## src/design/ssid_pkg.sv

```systemverilog
`default_nettype none
package ssid_pkg;

    localparam int VALUE_W = 32;
    localparam int COUNT_W = 5;

    localparam logic CMD_INSERT = 1'b0;
    localparam logic CMD_DELETE = 1'b1;

    typedef enum logic [1:0] {
        RD_IDX = 2'd0,
        RD_JM1 = 2'd1,
        RD_JP1 = 2'd2
    } t_rd_sel;

    typedef enum logic {
        WR_SHIFT = 1'b0,
        WR_ITEM  = 1'b1
    } t_wr_sel;

    typedef struct packed {
        logic    load;
        logic    idx_inc;
        logic    rd_en;
        t_rd_sel rd_sel;
        logic    j_load_fill;
        logic    j_load_idx;
        logic    j_dec;
        logic    j_inc;
        logic    wr_en;
        t_wr_sel wr_sel;
        logic    fill_inc;
        logic    fill_dec;
        logic    res_load;
        logic    res_ok;
        logic    res_full;
    } t_dp_cmd;

    typedef struct packed {
        logic cmd_del;
        logic scan_end;
        logic less;
        logic equal;
        logic full;
        logic ins_more;
        logic del_more;
        logic out_free;
    } t_dp_stat;

endpackage
`default_nettype wire

```

## src/design/sorted_set_insert_delete.sv

```systemverilog
// Sorted set of up to CAPACITY distinct signed 32-bit values, kept in ascending order in a
// single-port-read table. Each input item (i_cmd: 0 insert, 1 delete; i_value) yields exactly
// one result item: o_ok when the set changed, o_full_reject when an insert of an absent value
// found the table full, and o_entry_count, the count after the command (modulo 32). One item
// is worked at a time; o_stall is high from the cycle after acceptance until the result is
// loaded. The linear search reads the stored entries in ascending order until one is not below
// the value, and the shift that opens or closes a slot moves one entry at a time, each read
// going through the table's registered read port. If the previous result is still held in the
// output register by i_stall, the last step waits until it is taken.
// A finished result waits in the output register while the next item may be accepted.
// No clearing pass is needed after reset; only occupied slots are ever read.
`default_nettype none
module sorted_set_insert_delete #(
    parameter int CAPACITY = 16
) (
    input  wire                                i_clk,
    input  wire                                i_rst_n,
    // command side
    input  wire                                i_valid,
    output logic                               o_stall,
    input  wire                                i_cmd,
    input  wire signed [ssid_pkg::VALUE_W-1:0] i_value,
    // result side
    output logic                               o_valid,
    input  wire                                i_stall,
    output logic                               o_ok,
    output logic                               o_full_reject,
    output logic [ssid_pkg::COUNT_W-1:0]       o_entry_count
);

    ssid_pkg::t_dp_cmd  w_ctl;
    ssid_pkg::t_dp_stat w_stat;
    logic               w_busy;

    // sequencer: search, then shift up for insert or down for delete
    ssid_ctrl u_ctrl (
        .i_clk   (i_clk),
        .i_rst_n (i_rst_n),
        .i_valid (i_valid),
        .i_stat  (w_stat),
        .o_ctl   (w_ctl),
        .o_busy  (w_busy)
    );

    // table, index counters, fill count and result register
    ssid_dp #(
        .CAPACITY (CAPACITY)
    ) u_dp (
        .i_clk         (i_clk),
        .i_rst_n       (i_rst_n),
        .i_cmd         (i_cmd),
        .i_value       (i_value),
        .i_stall       (i_stall),
        .i_ctl         (w_ctl),
        .o_stat        (w_stat),
        .o_valid       (o_valid),
        .o_ok          (o_ok),
        .o_full_reject (o_full_reject),
        .o_entry_count (o_entry_count)
    );

    // busy whenever an item is in the sequencer
    assign o_stall = w_busy;

    // a full refusal never comes with a change of the set
    a_full_not_ok : assert property (@(posedge i_clk) disable iff (!i_rst_n)
        o_valid && o_full_reject |-> !o_ok)
        else $error("full reject reported together with ok");

    // a full refusal only happens at capacity
    a_full_at_cap : assert property (@(posedge i_clk) disable iff (!i_rst_n)
        o_valid && o_full_reject |-> o_entry_count == ssid_pkg::COUNT_W'(CAPACITY))
        else $error("full reject below capacity");

    // an accepted item keeps the command side busy
    a_busy_after_accept : assert property (@(posedge i_clk) disable iff (!i_rst_n)
        i_valid && !o_stall |=> o_stall)
        else $error("command side not busy after accept");

    // a result is loaded only when the sequencer returns to idle
    a_result_ends_item : assert property (@(posedge i_clk) disable iff (!i_rst_n)
        w_ctl.res_load |=> !o_stall && o_valid)
        else $error("result loaded without ending the item");

endmodule
`default_nettype wire

```

## src/design/ssid_dp.sv

```systemverilog
`default_nettype none
module ssid_dp #(
    parameter int CAPACITY = 16
) (
    input  wire                                i_clk,
    input  wire                                i_rst_n,
    input  wire                                i_cmd,
    input  wire signed [ssid_pkg::VALUE_W-1:0] i_value,
    input  wire                                i_stall,
    input  wire ssid_pkg::t_dp_cmd             i_ctl,
    output ssid_pkg::t_dp_stat                 o_stat,
    output logic                               o_valid,
    output logic                               o_ok,
    output logic                               o_full_reject,
    output logic [ssid_pkg::COUNT_W-1:0]       o_entry_count
);

    localparam int CW = $clog2(CAPACITY + 1);
    localparam int AW = $clog2(CAPACITY);

    logic [ssid_pkg::VALUE_W-1:0] mem [CAPACITY];

    logic signed [ssid_pkg::VALUE_W-1:0] r_rdata;
    logic signed [ssid_pkg::VALUE_W-1:0] r_value;
    logic                                r_cmd;
    logic [CW-1:0]                       r_idx;
    logic [CW-1:0]                       r_j;
    logic [CW-1:0]                       r_fill;
    logic [CW-1:0]                       n_fill;
    logic                                r_out_valid;
    logic                                r_ok;
    logic                                r_full;
    logic [ssid_pkg::COUNT_W-1:0]        r_count;

    logic [CW-1:0]                       w_jm1;
    logic [CW:0]                         w_jp1;
    logic [AW-1:0]                       w_rd_addr;
    logic [AW-1:0]                       w_wr_addr;
    logic [ssid_pkg::VALUE_W-1:0]        w_wr_data;

    assign w_jm1 = r_j - 1'b1;
    assign w_jp1 = {1'b0, r_j} + 1'b1;

    always_comb begin
        unique case (i_ctl.rd_sel)
            ssid_pkg::RD_JM1: w_rd_addr = w_jm1[AW-1:0];
            ssid_pkg::RD_JP1: w_rd_addr = w_jp1[AW-1:0];
            default:          w_rd_addr = r_idx[AW-1:0];
        endcase
    end

    always_comb begin
        if (i_ctl.wr_sel == ssid_pkg::WR_SHIFT) begin
            w_wr_addr = r_j[AW-1:0];
            w_wr_data = r_rdata;
        end else begin
            w_wr_addr = r_idx[AW-1:0];
            w_wr_data = r_value;
        end
    end

    // table storage, one read and one write port
    always_ff @(posedge i_clk) begin
        if (i_ctl.wr_en) begin
            mem[w_wr_addr] <= w_wr_data;
        end
        if (i_ctl.rd_en) begin
            r_rdata <= mem[w_rd_addr];
        end
    end

    always_comb begin
        n_fill = r_fill;
        if (i_ctl.fill_inc) begin
            n_fill = r_fill + 1'b1;
        end else if (i_ctl.fill_dec) begin
            n_fill = r_fill - 1'b1;
        end
    end

    always_ff @(posedge i_clk) begin
        if (!i_rst_n) begin
            r_fill      <= '0;
            r_out_valid <= 1'b0;
        end else begin
            r_fill <= n_fill;
            if (i_ctl.res_load) begin
                r_out_valid <= 1'b1;
            end else if (!i_stall) begin
                r_out_valid <= 1'b0;
            end
        end
    end

    always_ff @(posedge i_clk) begin
        if (i_ctl.load) begin
            r_value <= i_value;
            r_cmd   <= i_cmd;
        end
        if (i_ctl.load) begin
            r_idx <= '0;
        end else if (i_ctl.idx_inc) begin
            r_idx <= r_idx + 1'b1;
        end
        if (i_ctl.j_load_fill) begin
            r_j <= r_fill;
        end else if (i_ctl.j_load_idx) begin
            r_j <= r_idx;
        end else if (i_ctl.j_dec) begin
            r_j <= w_jm1;
        end else if (i_ctl.j_inc) begin
            r_j <= w_jp1[CW-1:0];
        end
        if (i_ctl.res_load) begin
            r_ok    <= i_ctl.res_ok;
            r_full  <= i_ctl.res_full;
            r_count <= ssid_pkg::COUNT_W'(n_fill);
        end
    end

    assign o_stat.cmd_del  = (r_cmd == ssid_pkg::CMD_DELETE);
    assign o_stat.scan_end = (r_idx == r_fill);
    assign o_stat.less     = (r_rdata < r_value);
    assign o_stat.equal    = (r_rdata == r_value);
    assign o_stat.full     = (r_fill == CW'(CAPACITY));
    assign o_stat.ins_more = (r_j > r_idx);
    assign o_stat.del_more = (w_jp1 < {1'b0, r_fill});
    assign o_stat.out_free = !r_out_valid || !i_stall;

    assign o_valid       = r_out_valid;
    assign o_ok          = r_ok;
    assign o_full_reject = r_full;
    assign o_entry_count = r_count;

endmodule
`default_nettype wire

```

## src/design/ssid_ctrl.sv

```systemverilog
`default_nettype none
module ssid_ctrl (
    input  wire                      i_clk,
    input  wire                      i_rst_n,
    input  wire                      i_valid,
    input  wire ssid_pkg::t_dp_stat  i_stat,
    output ssid_pkg::t_dp_cmd        o_ctl,
    output logic                     o_busy
);

    typedef enum logic [8:0] {
        S_IDLE     = 9'b0_0000_0001,
        S_SCAN     = 9'b0_0000_0010,
        S_SCAN_CHK = 9'b0_0000_0100,
        S_INS_CHK  = 9'b0_0000_1000,
        S_INS_WR   = 9'b0_0001_0000,
        S_DEL_CHK  = 9'b0_0010_0000,
        S_DEL_WR   = 9'b0_0100_0000,
        S_FAIL     = 9'b0_1000_0000,
        S_FULL     = 9'b1_0000_0000
    } t_state;

    t_state r_state;
    t_state n_state;

    always_comb begin
        logic decide;
        logic found;
        decide  = 1'b0;
        found   = 1'b0;
        n_state = r_state;
        o_ctl   = '0;
        o_ctl.rd_sel = ssid_pkg::RD_IDX;
        o_ctl.wr_sel = ssid_pkg::WR_SHIFT;
        unique case (r_state)
            S_IDLE: begin
                if (i_valid) begin
                    o_ctl.load = 1'b1;
                    n_state    = S_SCAN;
                end
            end
            S_SCAN: begin
                if (i_stat.scan_end) begin
                    decide = 1'b1;
                end else begin
                    o_ctl.rd_en = 1'b1;
                    n_state     = S_SCAN_CHK;
                end
            end
            S_SCAN_CHK: begin
                if (i_stat.less) begin
                    o_ctl.idx_inc = 1'b1;
                    n_state       = S_SCAN;
                end else begin
                    decide = 1'b1;
                    found  = i_stat.equal;
                end
            end
            S_INS_CHK: begin
                if (i_stat.ins_more) begin
                    o_ctl.rd_en  = 1'b1;
                    o_ctl.rd_sel = ssid_pkg::RD_JM1;
                    n_state      = S_INS_WR;
                end else if (i_stat.out_free) begin
                    o_ctl.wr_en    = 1'b1;
                    o_ctl.wr_sel   = ssid_pkg::WR_ITEM;
                    o_ctl.fill_inc = 1'b1;
                    o_ctl.res_load = 1'b1;
                    o_ctl.res_ok   = 1'b1;
                    n_state        = S_IDLE;
                end
            end
            S_INS_WR: begin
                o_ctl.wr_en = 1'b1;
                o_ctl.j_dec = 1'b1;
                n_state     = S_INS_CHK;
            end
            S_DEL_CHK: begin
                if (i_stat.del_more) begin
                    o_ctl.rd_en  = 1'b1;
                    o_ctl.rd_sel = ssid_pkg::RD_JP1;
                    n_state      = S_DEL_WR;
                end else if (i_stat.out_free) begin
                    o_ctl.fill_dec = 1'b1;
                    o_ctl.res_load = 1'b1;
                    o_ctl.res_ok   = 1'b1;
                    n_state        = S_IDLE;
                end
            end
            S_DEL_WR: begin
                o_ctl.wr_en = 1'b1;
                o_ctl.j_inc = 1'b1;
                n_state     = S_DEL_CHK;
            end
            S_FAIL: begin
                if (i_stat.out_free) begin
                    o_ctl.res_load = 1'b1;
                    n_state        = S_IDLE;
                end
            end
            S_FULL: begin
                if (i_stat.out_free) begin
                    o_ctl.res_load = 1'b1;
                    o_ctl.res_full = 1'b1;
                    n_state        = S_IDLE;
                end
            end
            default: begin
                n_state = S_IDLE;
            end
        endcase

        // search finished: pick the update path
        if (decide) begin
            if (!i_stat.cmd_del) begin
                if (found) begin
                    n_state = S_FAIL;
                end else if (i_stat.full) begin
                    n_state = S_FULL;
                end else begin
                    o_ctl.j_load_fill = 1'b1;
                    n_state           = S_INS_CHK;
                end
            end else begin
                if (found) begin
                    o_ctl.j_load_idx = 1'b1;
                    n_state          = S_DEL_CHK;
                end else begin
                    n_state = S_FAIL;
                end
            end
        end
    end

    always_ff @(posedge i_clk) begin
        if (!i_rst_n) begin
            r_state <= S_IDLE;
        end else begin
            r_state <= n_state;
        end
    end

    assign o_busy = (r_state != S_IDLE);

endmodule
`default_nettype wire
```

## config.mk

```make
export PLATFORM = sky130hd
export DESIGN_NAME = sorted_set_insert_delete
export DESIGN_NICKNAME = d
export VERILOG_FILES = /design/src/design/ssid_pkg.sv /design/src/design/sorted_set_insert_delete.sv /design/src/design/ssid_dp.sv /design/src/design/ssid_ctrl.sv
export SDC_FILE = /design/constraint.sdc
export NUM_CORES = 1
export LEC_CHECK = 0
export BUFFER_PORTS_ARGS = -buffer_cell sky130_fd_sc_hd__buf_4
export CORE_AREA = 2 2 239 241
export DETAILED_ROUTE_END_ITERATION = 10
export DIE_AREA = 0 0 241 243
export PLACE_DENSITY = 0.61
export SLEW_MARGIN = 10
export SYNTH_ARGS = -nofsm -noshare
export SYNTH_HDL_FRONTEND = slang
export SYNTH_SLANG_ARGS = --single-unit
```

## constraint.sdc

```tcl
create_clock -name i_clk -period 4.7 [get_ports i_clk]
set_clock_uncertainty 0.15 [all_clocks]
set_input_delay 0.235 -clock i_clk [delete_from_list [all_inputs] [get_ports i_clk]]
set_output_delay 0.235 -clock i_clk [all_outputs]
set_load 0.01 [all_outputs]
```

Word-level counts from Yosys, hierarchy flattened
Memories as Yosys holds them, arrays and structs flattened. A register that Yosys moved wholly into a read port is not among the register bits.
Index checks and enable logic that the tools add are counted.
Cells by class
  order comparisons: 3
  add/sub/neg operators: 5
  shifts and indexed selects: 0
  bitwise gates (word level): 0
  multipliers: 0
  equal/unequal tests: 19
  reduce and logical (&&, ||, !) cells: 7
  mux-type cells: 58
  divide/modulo/power cells: 0
Operator list (count)
  9-bit 2-to-1 mux: 10
  9-bit one-hot mux with 8 select lines: 1
  32-bit equality test: 1
  32-bit < comparator: 1
  32-bit 2-to-1 mux: 1
  5-bit 2-to-1 mux: 6
  1-bit 2-to-1 mux: 22
  3-bit 2-to-1 mux: 5
  5-bit by 1-bit adder with 5-bit output (second input constant): 2
  5-bit by 1-bit subtractor with 5-bit output (second input constant): 2
  9-bit by 1-bit equality test with 1-bit output (second input constant): 1
  9-bit by 2-bit equality test with 1-bit output (second input constant): 1
  9-bit by 3-bit equality test with 1-bit output (second input constant): 1
  9-bit by 4-bit equality test with 1-bit output (second input constant): 1
  9-bit by 5-bit equality test with 1-bit output (second input constant): 1
  9-bit by 6-bit equality test with 1-bit output (second input constant): 1
  9-bit by 7-bit equality test with 1-bit output (second input constant): 1
  9-bit by 8-bit equality test with 1-bit output (second input constant): 1
  9-bit equality test (second input constant): 1
  9-bit by 1-bit != test with 1-bit output (second input constant): 1
  2-bit 2-to-1 mux: 4
  8-bit 2-to-1 mux: 1
  4-bit one-hot mux with 2 select lines: 1
  5-bit by 1-bit adder with 6-bit output (second input constant): 1
  19 further kinds: 24
Word-level totals
  memory bits (writable): 512
  bits in registers: 65
  memories kept: 1
  memory bits (read-only): 0
  output and inout port bits: 9
  bits in latches: 0
  input port bits: 37
Memories
  u_dp.mem: words 16, bits a word 32, read ports 1, clocked after Yosys merged registers in 1, write ports 1, RTL line ssid_dp.sv:21  | logic [ssid_pkg::VALUE_W-1:0] mem [CAPACITY];

Logic depth before layout (Yosys ltp)
  depth after elaboration: 8
  mapped depth: 20
  gate-level depth less buffers: 17

By module
Synthesis repeated with hierarchy kept, for this count alone.
Second synthesis, totals
  cells, all modules: 1292
  area, all modules: 24910.1 um^2
By module, submodules not included
  ssid_dp: cells an instance 1189, sequential area each 17907.2 um^2, area each 24111.9 um^2, instances 1
  ssid_ctrl: cells an instance 103, sequential area each 180.2 um^2, area each 798.3 um^2, instances 1

Worst setup path before layout
Ideal clock, no wire load.
  path type: register to register
  start: reg u_dp.r_j[0]
  end: reg u_dp.r_rdata[10] (netlist bit) (read register of u_dp.mem) (data pin)
  library setup time: 0.270 ns
  setup slack: -0.110 ns
  stages on the path, launching flop included: 19
  data arrival time: 4.390 ns
  cells stage by stage: edfxtp_1 > buf_2 > inv_1 > ha_1 > ha_1 > a21boi_0 > o21a_1 > o21a_1 > o21ai_0 > nand3_1 > ha_1 > buf_2 > nor3_1 > a21oi_1 > buf_2 > buf_1 > mux4_2 > a211oi_1 > a21oi_1
On the way
  cells in the longest elaborated chain, start to end: 6
  elaborated cells on any way between the ends: 11
  classes of those cells: add/sub: 2; order compare: 2; eq/ne: 2; mux: 5
Ends and longest elaborated chain
  start, declared: RTL line ssid_dp.sv:27  | logic [CW-1:0] r_j;
  start signal, assigned: RTL line ssid_dp.sv:106  | r_j <= r_fill;
  start signal, assigned: RTL line ssid_dp.sv:108  | r_j <= r_idx;
  start signal, assigned: RTL line ssid_dp.sv:110  | r_j <= w_jm1;
  5-bit by 1-bit adder with 6-bit output: RTL line ssid_dp.sv:42  | assign w_jp1 = {1'b0, r_j} + 1'b1;
  6-bit by 5-bit < comparator with 1-bit output: RTL line ssid_dp.sv:127  | assign o_stat.del_more = (w_jp1 < {1'b0, r_fill});
  3-bit 2-to-1 mux: RTL line ssid_ctrl.sv:79  | if (i_stat.del_more) begin
  2-bit one-hot mux with 2 select lines: RTL line ssid_ctrl.sv:35  | unique case (r_state)
  2-bit equality test or 2-bit by 1-bit equality test with 1-bit output (tied branches): RTL line ssid_dp.sv:45  | unique case (i_ctl.rd_sel)
  4-bit one-hot mux with 2 select lines: RTL line ssid_dp.sv:45
  end, declared: RTL line ssid_dp.sv:23  | logic signed [ssid_pkg::VALUE_W-1:0] r_rdata;
Parallel ways exist; a longest one is shown, timed or not.
A chain may end at the register's enable or synchronous reset.

Worst setup path after layout
  start: reg u_dp.r_rdata[31] (netlist bit) (read register of u_dp.mem)
  end: reg u_dp.r_j[2] (data pin)
On the way
  cells in the longest elaborated chain, start to end: 8
  elaborated cells on any way between the ends: 13
  classes of those cells: order compare: 1; eq/ne: 1; mux: 11
Ends and longest elaborated chain
  32-bit < comparator or 32-bit equality test (tied branches): RTL line ssid_dp.sv:123, ssid_dp.sv:124
  1-bit 2-to-1 mux: RTL line ssid_ctrl.sv:51  | if (i_stat.less) begin
  1-bit 2-to-1 mux: RTL line ssid_ctrl.sv:35
  1-bit 2-to-1 mux: RTL line ssid_ctrl.sv:125  | if (found) begin
  1-bit 2-to-1 mux: RTL line ssid_ctrl.sv:115  | if (!i_stat.cmd_del) begin
  2-bit 2-to-1 mux (*): RTL line ssid_ctrl.sv:114  | if (decide) begin
  5-bit 2-to-1 mux: RTL line ssid_dp.sv:107  | end else if (i_ctl.j_load_idx) begin
  5-bit 2-to-1 mux (*): RTL line ssid_dp.sv:105  | if (i_ctl.j_load_fill) begin
Every way passes the cells marked *; elsewhere a longest branch is shown, timed or not.

==> flow_summary.toml <==
[sta]
setup_viol = 0
finalHoldViolCount = 0
setup_ws_ps = 229
period_needed_ps = 4470
max_freq_mhz = 224
period_share_pct = 95.1
worst_pin_slew_ps = 1100
maxSlewViolCount = 0
maxSlewHeadroom_pct = 25.9

[yosys]
synth_mux_area_share_pct = 13.3
avgSynthCellArea_sq_um = 18.2
synth.area.top_cells = "edfxtp_1 (71%), mux4_2 (12%), ha_1 (2.5%), mux2i_1 (1.7%), dfxtp_1 (1.6%)"
yosys.area_share.simple_pct = 4.28
synth_top_family_by_area = "multiplexers"
ys.flop_type = "edfxtp_1"
synth_seq_cells = 609
synth_top_area_cell = "edfxtp_1"
ys_types = 58
synth_xor_area_share_pct = 0.668
syn-cell-area_sq_um = 24900
synth-compound-area-share_pct = 4.80
ys_seq_area_share_pct = 72.6
synthAdderAreaFrac_pct = 2.46
synthArstFlopShare_pct = 0
synth.net_count = 1454
yosys.area.top_type_share_pct = 71.0
synth-edff-count = 589
yosys_warnings = 0
syn_inst = 1368

[placed_design]
portBuffers = 45
post-dp-hpwl_mm = 31.6
dp.cells = 2204
gp_congestion = 0.846
dpl_worst_slack_ps = 59.3

[grt]
grt_pass1_vias = 13500
overflow = 0
antenna_found_initial = 0
grtUsageTotal_pct = 19.7
grt_max_degree = 85
grt_pass1_wl_mm = 84.8

[final_layout]
areaGrowthSynthToFinish_pct = 19.3
num_antenna_cells = 0
post-route-util_pct = 53.1
ff_latch_area_sq_um = 18100
fin_cells = 2358
nNetsFinal = 1637
fillerInstances = 4534
layout-drive-gt1-share_pct = 25.7
multi_input_area_sq_um = 6600

[floorplan]
initial_core_util_pct = 44.5
die_h_um = 243
die_area_sq_um = 58600
pin_count = 46
core_sq_um = 56000
rows = 87
die_x_um = 241

[setup_path]
endpoint = "u_dp.r_j[2]"
worst-setup-path-type = "reg -> reg"
end_kind = "flip-flop"
r2r.worst_path.cells = 15
r2r_end = "u_dp.r_j[2]"
start_kind = "flip-flop"
crit_start = "u_dp.r_rdata[31]"
r2r-start = "u_dp.r_rdata[31]"
critPathMaxFanout = 8
cp_data_required_time_ps = 5040
reg2reg_slack_ps = 230
arrival_ps = 4810

[pwr]
peakVddDrop_v = 0.000444
pwr_density_cell_nw_per_um2 = 397
leakagePower_nw = 10.1

[detailed_routing]
drc = 0
viasPerCell = 5.53
wire_per_inst_um = 23.8
drt_wl_total_mm = 56.2
vias = 13000
initialDrtViolationCount = 1062
drtAntennaViolNets = 0
drtPass1Iterations = 5

[clocking]
clock_sinks = 609
clkLatencyLatePin_ps = 640
cts.htree.levels = 2
clk_pin_slew_worst_paths_ps = 70
root_buffer = "clkbuf_16"
cts_tree = "built"
cts_buffers = 61
cts.path.max_buffers = 3

[run_status]
status = "finished clean"

[hold_path]
hp-class = "in -> reg"

[flow_run]
max_cap_viol_count = 0
[cell usage after synthesis, types with 2 or more instances]
library cell,count
o21ai_1,2
o211ai_1,3
nor2b_1,39
and3_1,3
nor2_1,41
xnor2_1,16
a22oi_1,5
o31ai_1,2
nand2_1,60
a32oi_1,3
a21o_1,3
a211oi_1,37
buf_1,8
nand3_1,13
o21ai_0,49
and4b_1,3
edfxtp_1,589
clkbuf_1,36
ha_1,49
nand4_1,12
buf_2,18
a31oi_1,9
a21oi_1,55
and2_1,11
o21bai_1,2
mux2i_1,43
nor3_1,10
o21a_1,3
inv_1,56
mux4_2,128
xor2_1,3
nor4_1,7
or3_1,4
nor4b_1,2
a41oi_1,2
dfxtp_1,20
[worst max-delay path, stage by stage (launching register included)]
cell and delay [ps]:
edfxtp_1 390, ha_1 490, nand4_1 290, or4_4 650, a31oi_4 340, or3_4 230
a21oi_1 130, and2_1 190, ha_1 220, nand3_1 100, inv_1 70, a22o_2 210
a211oi_2 200, buf_4 200, mux2_2 340, mux2i_1 140
[how the worst min path moves through the flow]
| stage | startpoint | to | slack (ps) | depth (start not counted) |
|---|---|---|---|---|
| 2_1_floorplan | i_cmd | u_dp.r_cmd | 180 | 0 |
| 3_3_place_gp | i_value[28] | u_dp.r_value[28] | 260 | 1 |
| 3_5_place_dp | i_value[27] | u_dp.r_value[27] | 260 | 1 |
| 4_1_cts | i_value[9] | u_dp.r_value[9] | 120 | 2 |
| 5_1_grt | i_value[9] | u_dp.r_value[9] | 140 | 2 |
| 6_report | i_value[11] | u_dp.r_value[11] | 160 | 2 |
[kinds of logic (layout without fill, tap and decap cells)]
| family | after synthesis | after routing |
|---|---|---|
| AO/OA/AOI/OAI | 190 | 190 |
| flip-flops | 609 | 609 |
| XOR/XNOR | 19 | 19 |
| AND/OR/NAND/NOR | 211 | 211 |
| multiplexers | 172 | 172 |
| adder cells (fa/ha/maj) | 49 | 49 |
| buffers and inverters | 118 | 352 |
[cells in the final DEF (no fill, tap or decap), types with 4 or more instances in the layout]
cell type | Yosys | layout
a211oi_1 | 37 | 32
a211oi_2 | 1 | 6
a21oi_1 | 55 | 53
a22oi_1 | 5 | 5
a31oi_1 | 9 | 9
and2_1 | 11 | 10
buf_12 | 0 | 17
buf_16 | 0 | 4
buf_4 | 0 | 123
bufinv_16 | 0 | 10
clkbuf_1 | 36 | 9
clkbuf_16 | 0 | 62
clkinv_1 | 0 | 10
clkinv_2 | 0 | 10
clkinvlp_4 | 0 | 7
dfxtp_1 | 20 | 19
dlygate4sd3_1 | 0 | 36
edfxtp_1 | 589 | 589
ha_1 | 49 | 48
inv_1 | 56 | 56
mux2i_1 | 43 | 42
mux4_2 | 128 | 128
nand2_1 | 60 | 60
nand3_1 | 13 | 12
nand4_1 | 12 | 12
nor2_1 | 41 | 24
nor2_4 | 0 | 16
nor2b_1 | 39 | 39
nor3_1 | 10 | 9
nor4_1 | 7 | 7
o21ai_0 | 49 | 47
or3_1 | 4 | 4
xnor2_1 | 16 | 16
[registers in the layout, indices dropped and copies added, names as in the netlist]
signal and count:
u_ctrl.r_state 9, u_dp.o_ok 1, u_dp.o_valid 1, u_dp.r_idx 5, u_dp.r_fill 5, u_dp.o_entry_count 5
u_dp.r_cmd 1, u_dp.r_rdata 32, u_dp.mem 512, u_dp.r_value 32, u_dp.r_j 5, u_dp.o_full_reject 1
[final cells by class]
type                    count  area share, %
flip-flops and latches    609           60.9
multi-input cells         641           22.2
repair buffers            182           5.96
clock buffers              70           5.25
well taps                 756           3.18
clock inverters            44           1.83
inverters                  56          0.707
[per-layer routing]
| layer | up-vias | global-route usage [%] | part of all wire [%] |
|---|---|---|---|
| met1 | 6747 | 28.3 | 44 |
| met5 | - | 0 | 0 |
| li1 | 5876 | - | - |
| met2 | 353 | 31.5 | 48 |
| met4 | 0 | 4.76 | 1.8 |
| met3 | 71 | 3.22 | 5.4 |
[power by group]
| part | switching, mW | leakage [nW] | total, mW | internal, mW |
|---|---|---|---|---|
| Clock | 2.11 | 1.00 | 5.06 | 2.95 |
| Sequential | 0.0507 | 5.47 | 6.07 | 6.02 |
| Combinational | 0.409 | 3.67 | 0.672 | 0.263 |
[metrics by stage]
stage / instance area (sq um) / hold slack, ps / total power [mW] / setup TNS (ps)
4_1_cts: 29600 / 120 / 11.9 / 0
6_report: 29700 / 158 / 11.8 / 0
3_5_place_dp: 27100 / 264 / 6.82 / 0
5_1_grt: 29700 / 145 / 12.2 / -15.4
3_3_place_gp: 27100 / 264 / 6.81 / 0
2_1_floorplan: 24900 / 184 / 6.56 / -925
[repair_timing]
action                                  in CTS  in global routing
buffers inserted                             0                  3
endpoints found under the setup margin       0                 37
resized for setup                            0                 18
endpoints found under the hold margin       46                  0
hold buffers                                36                  0
Power figures use the tool's default switching activity.
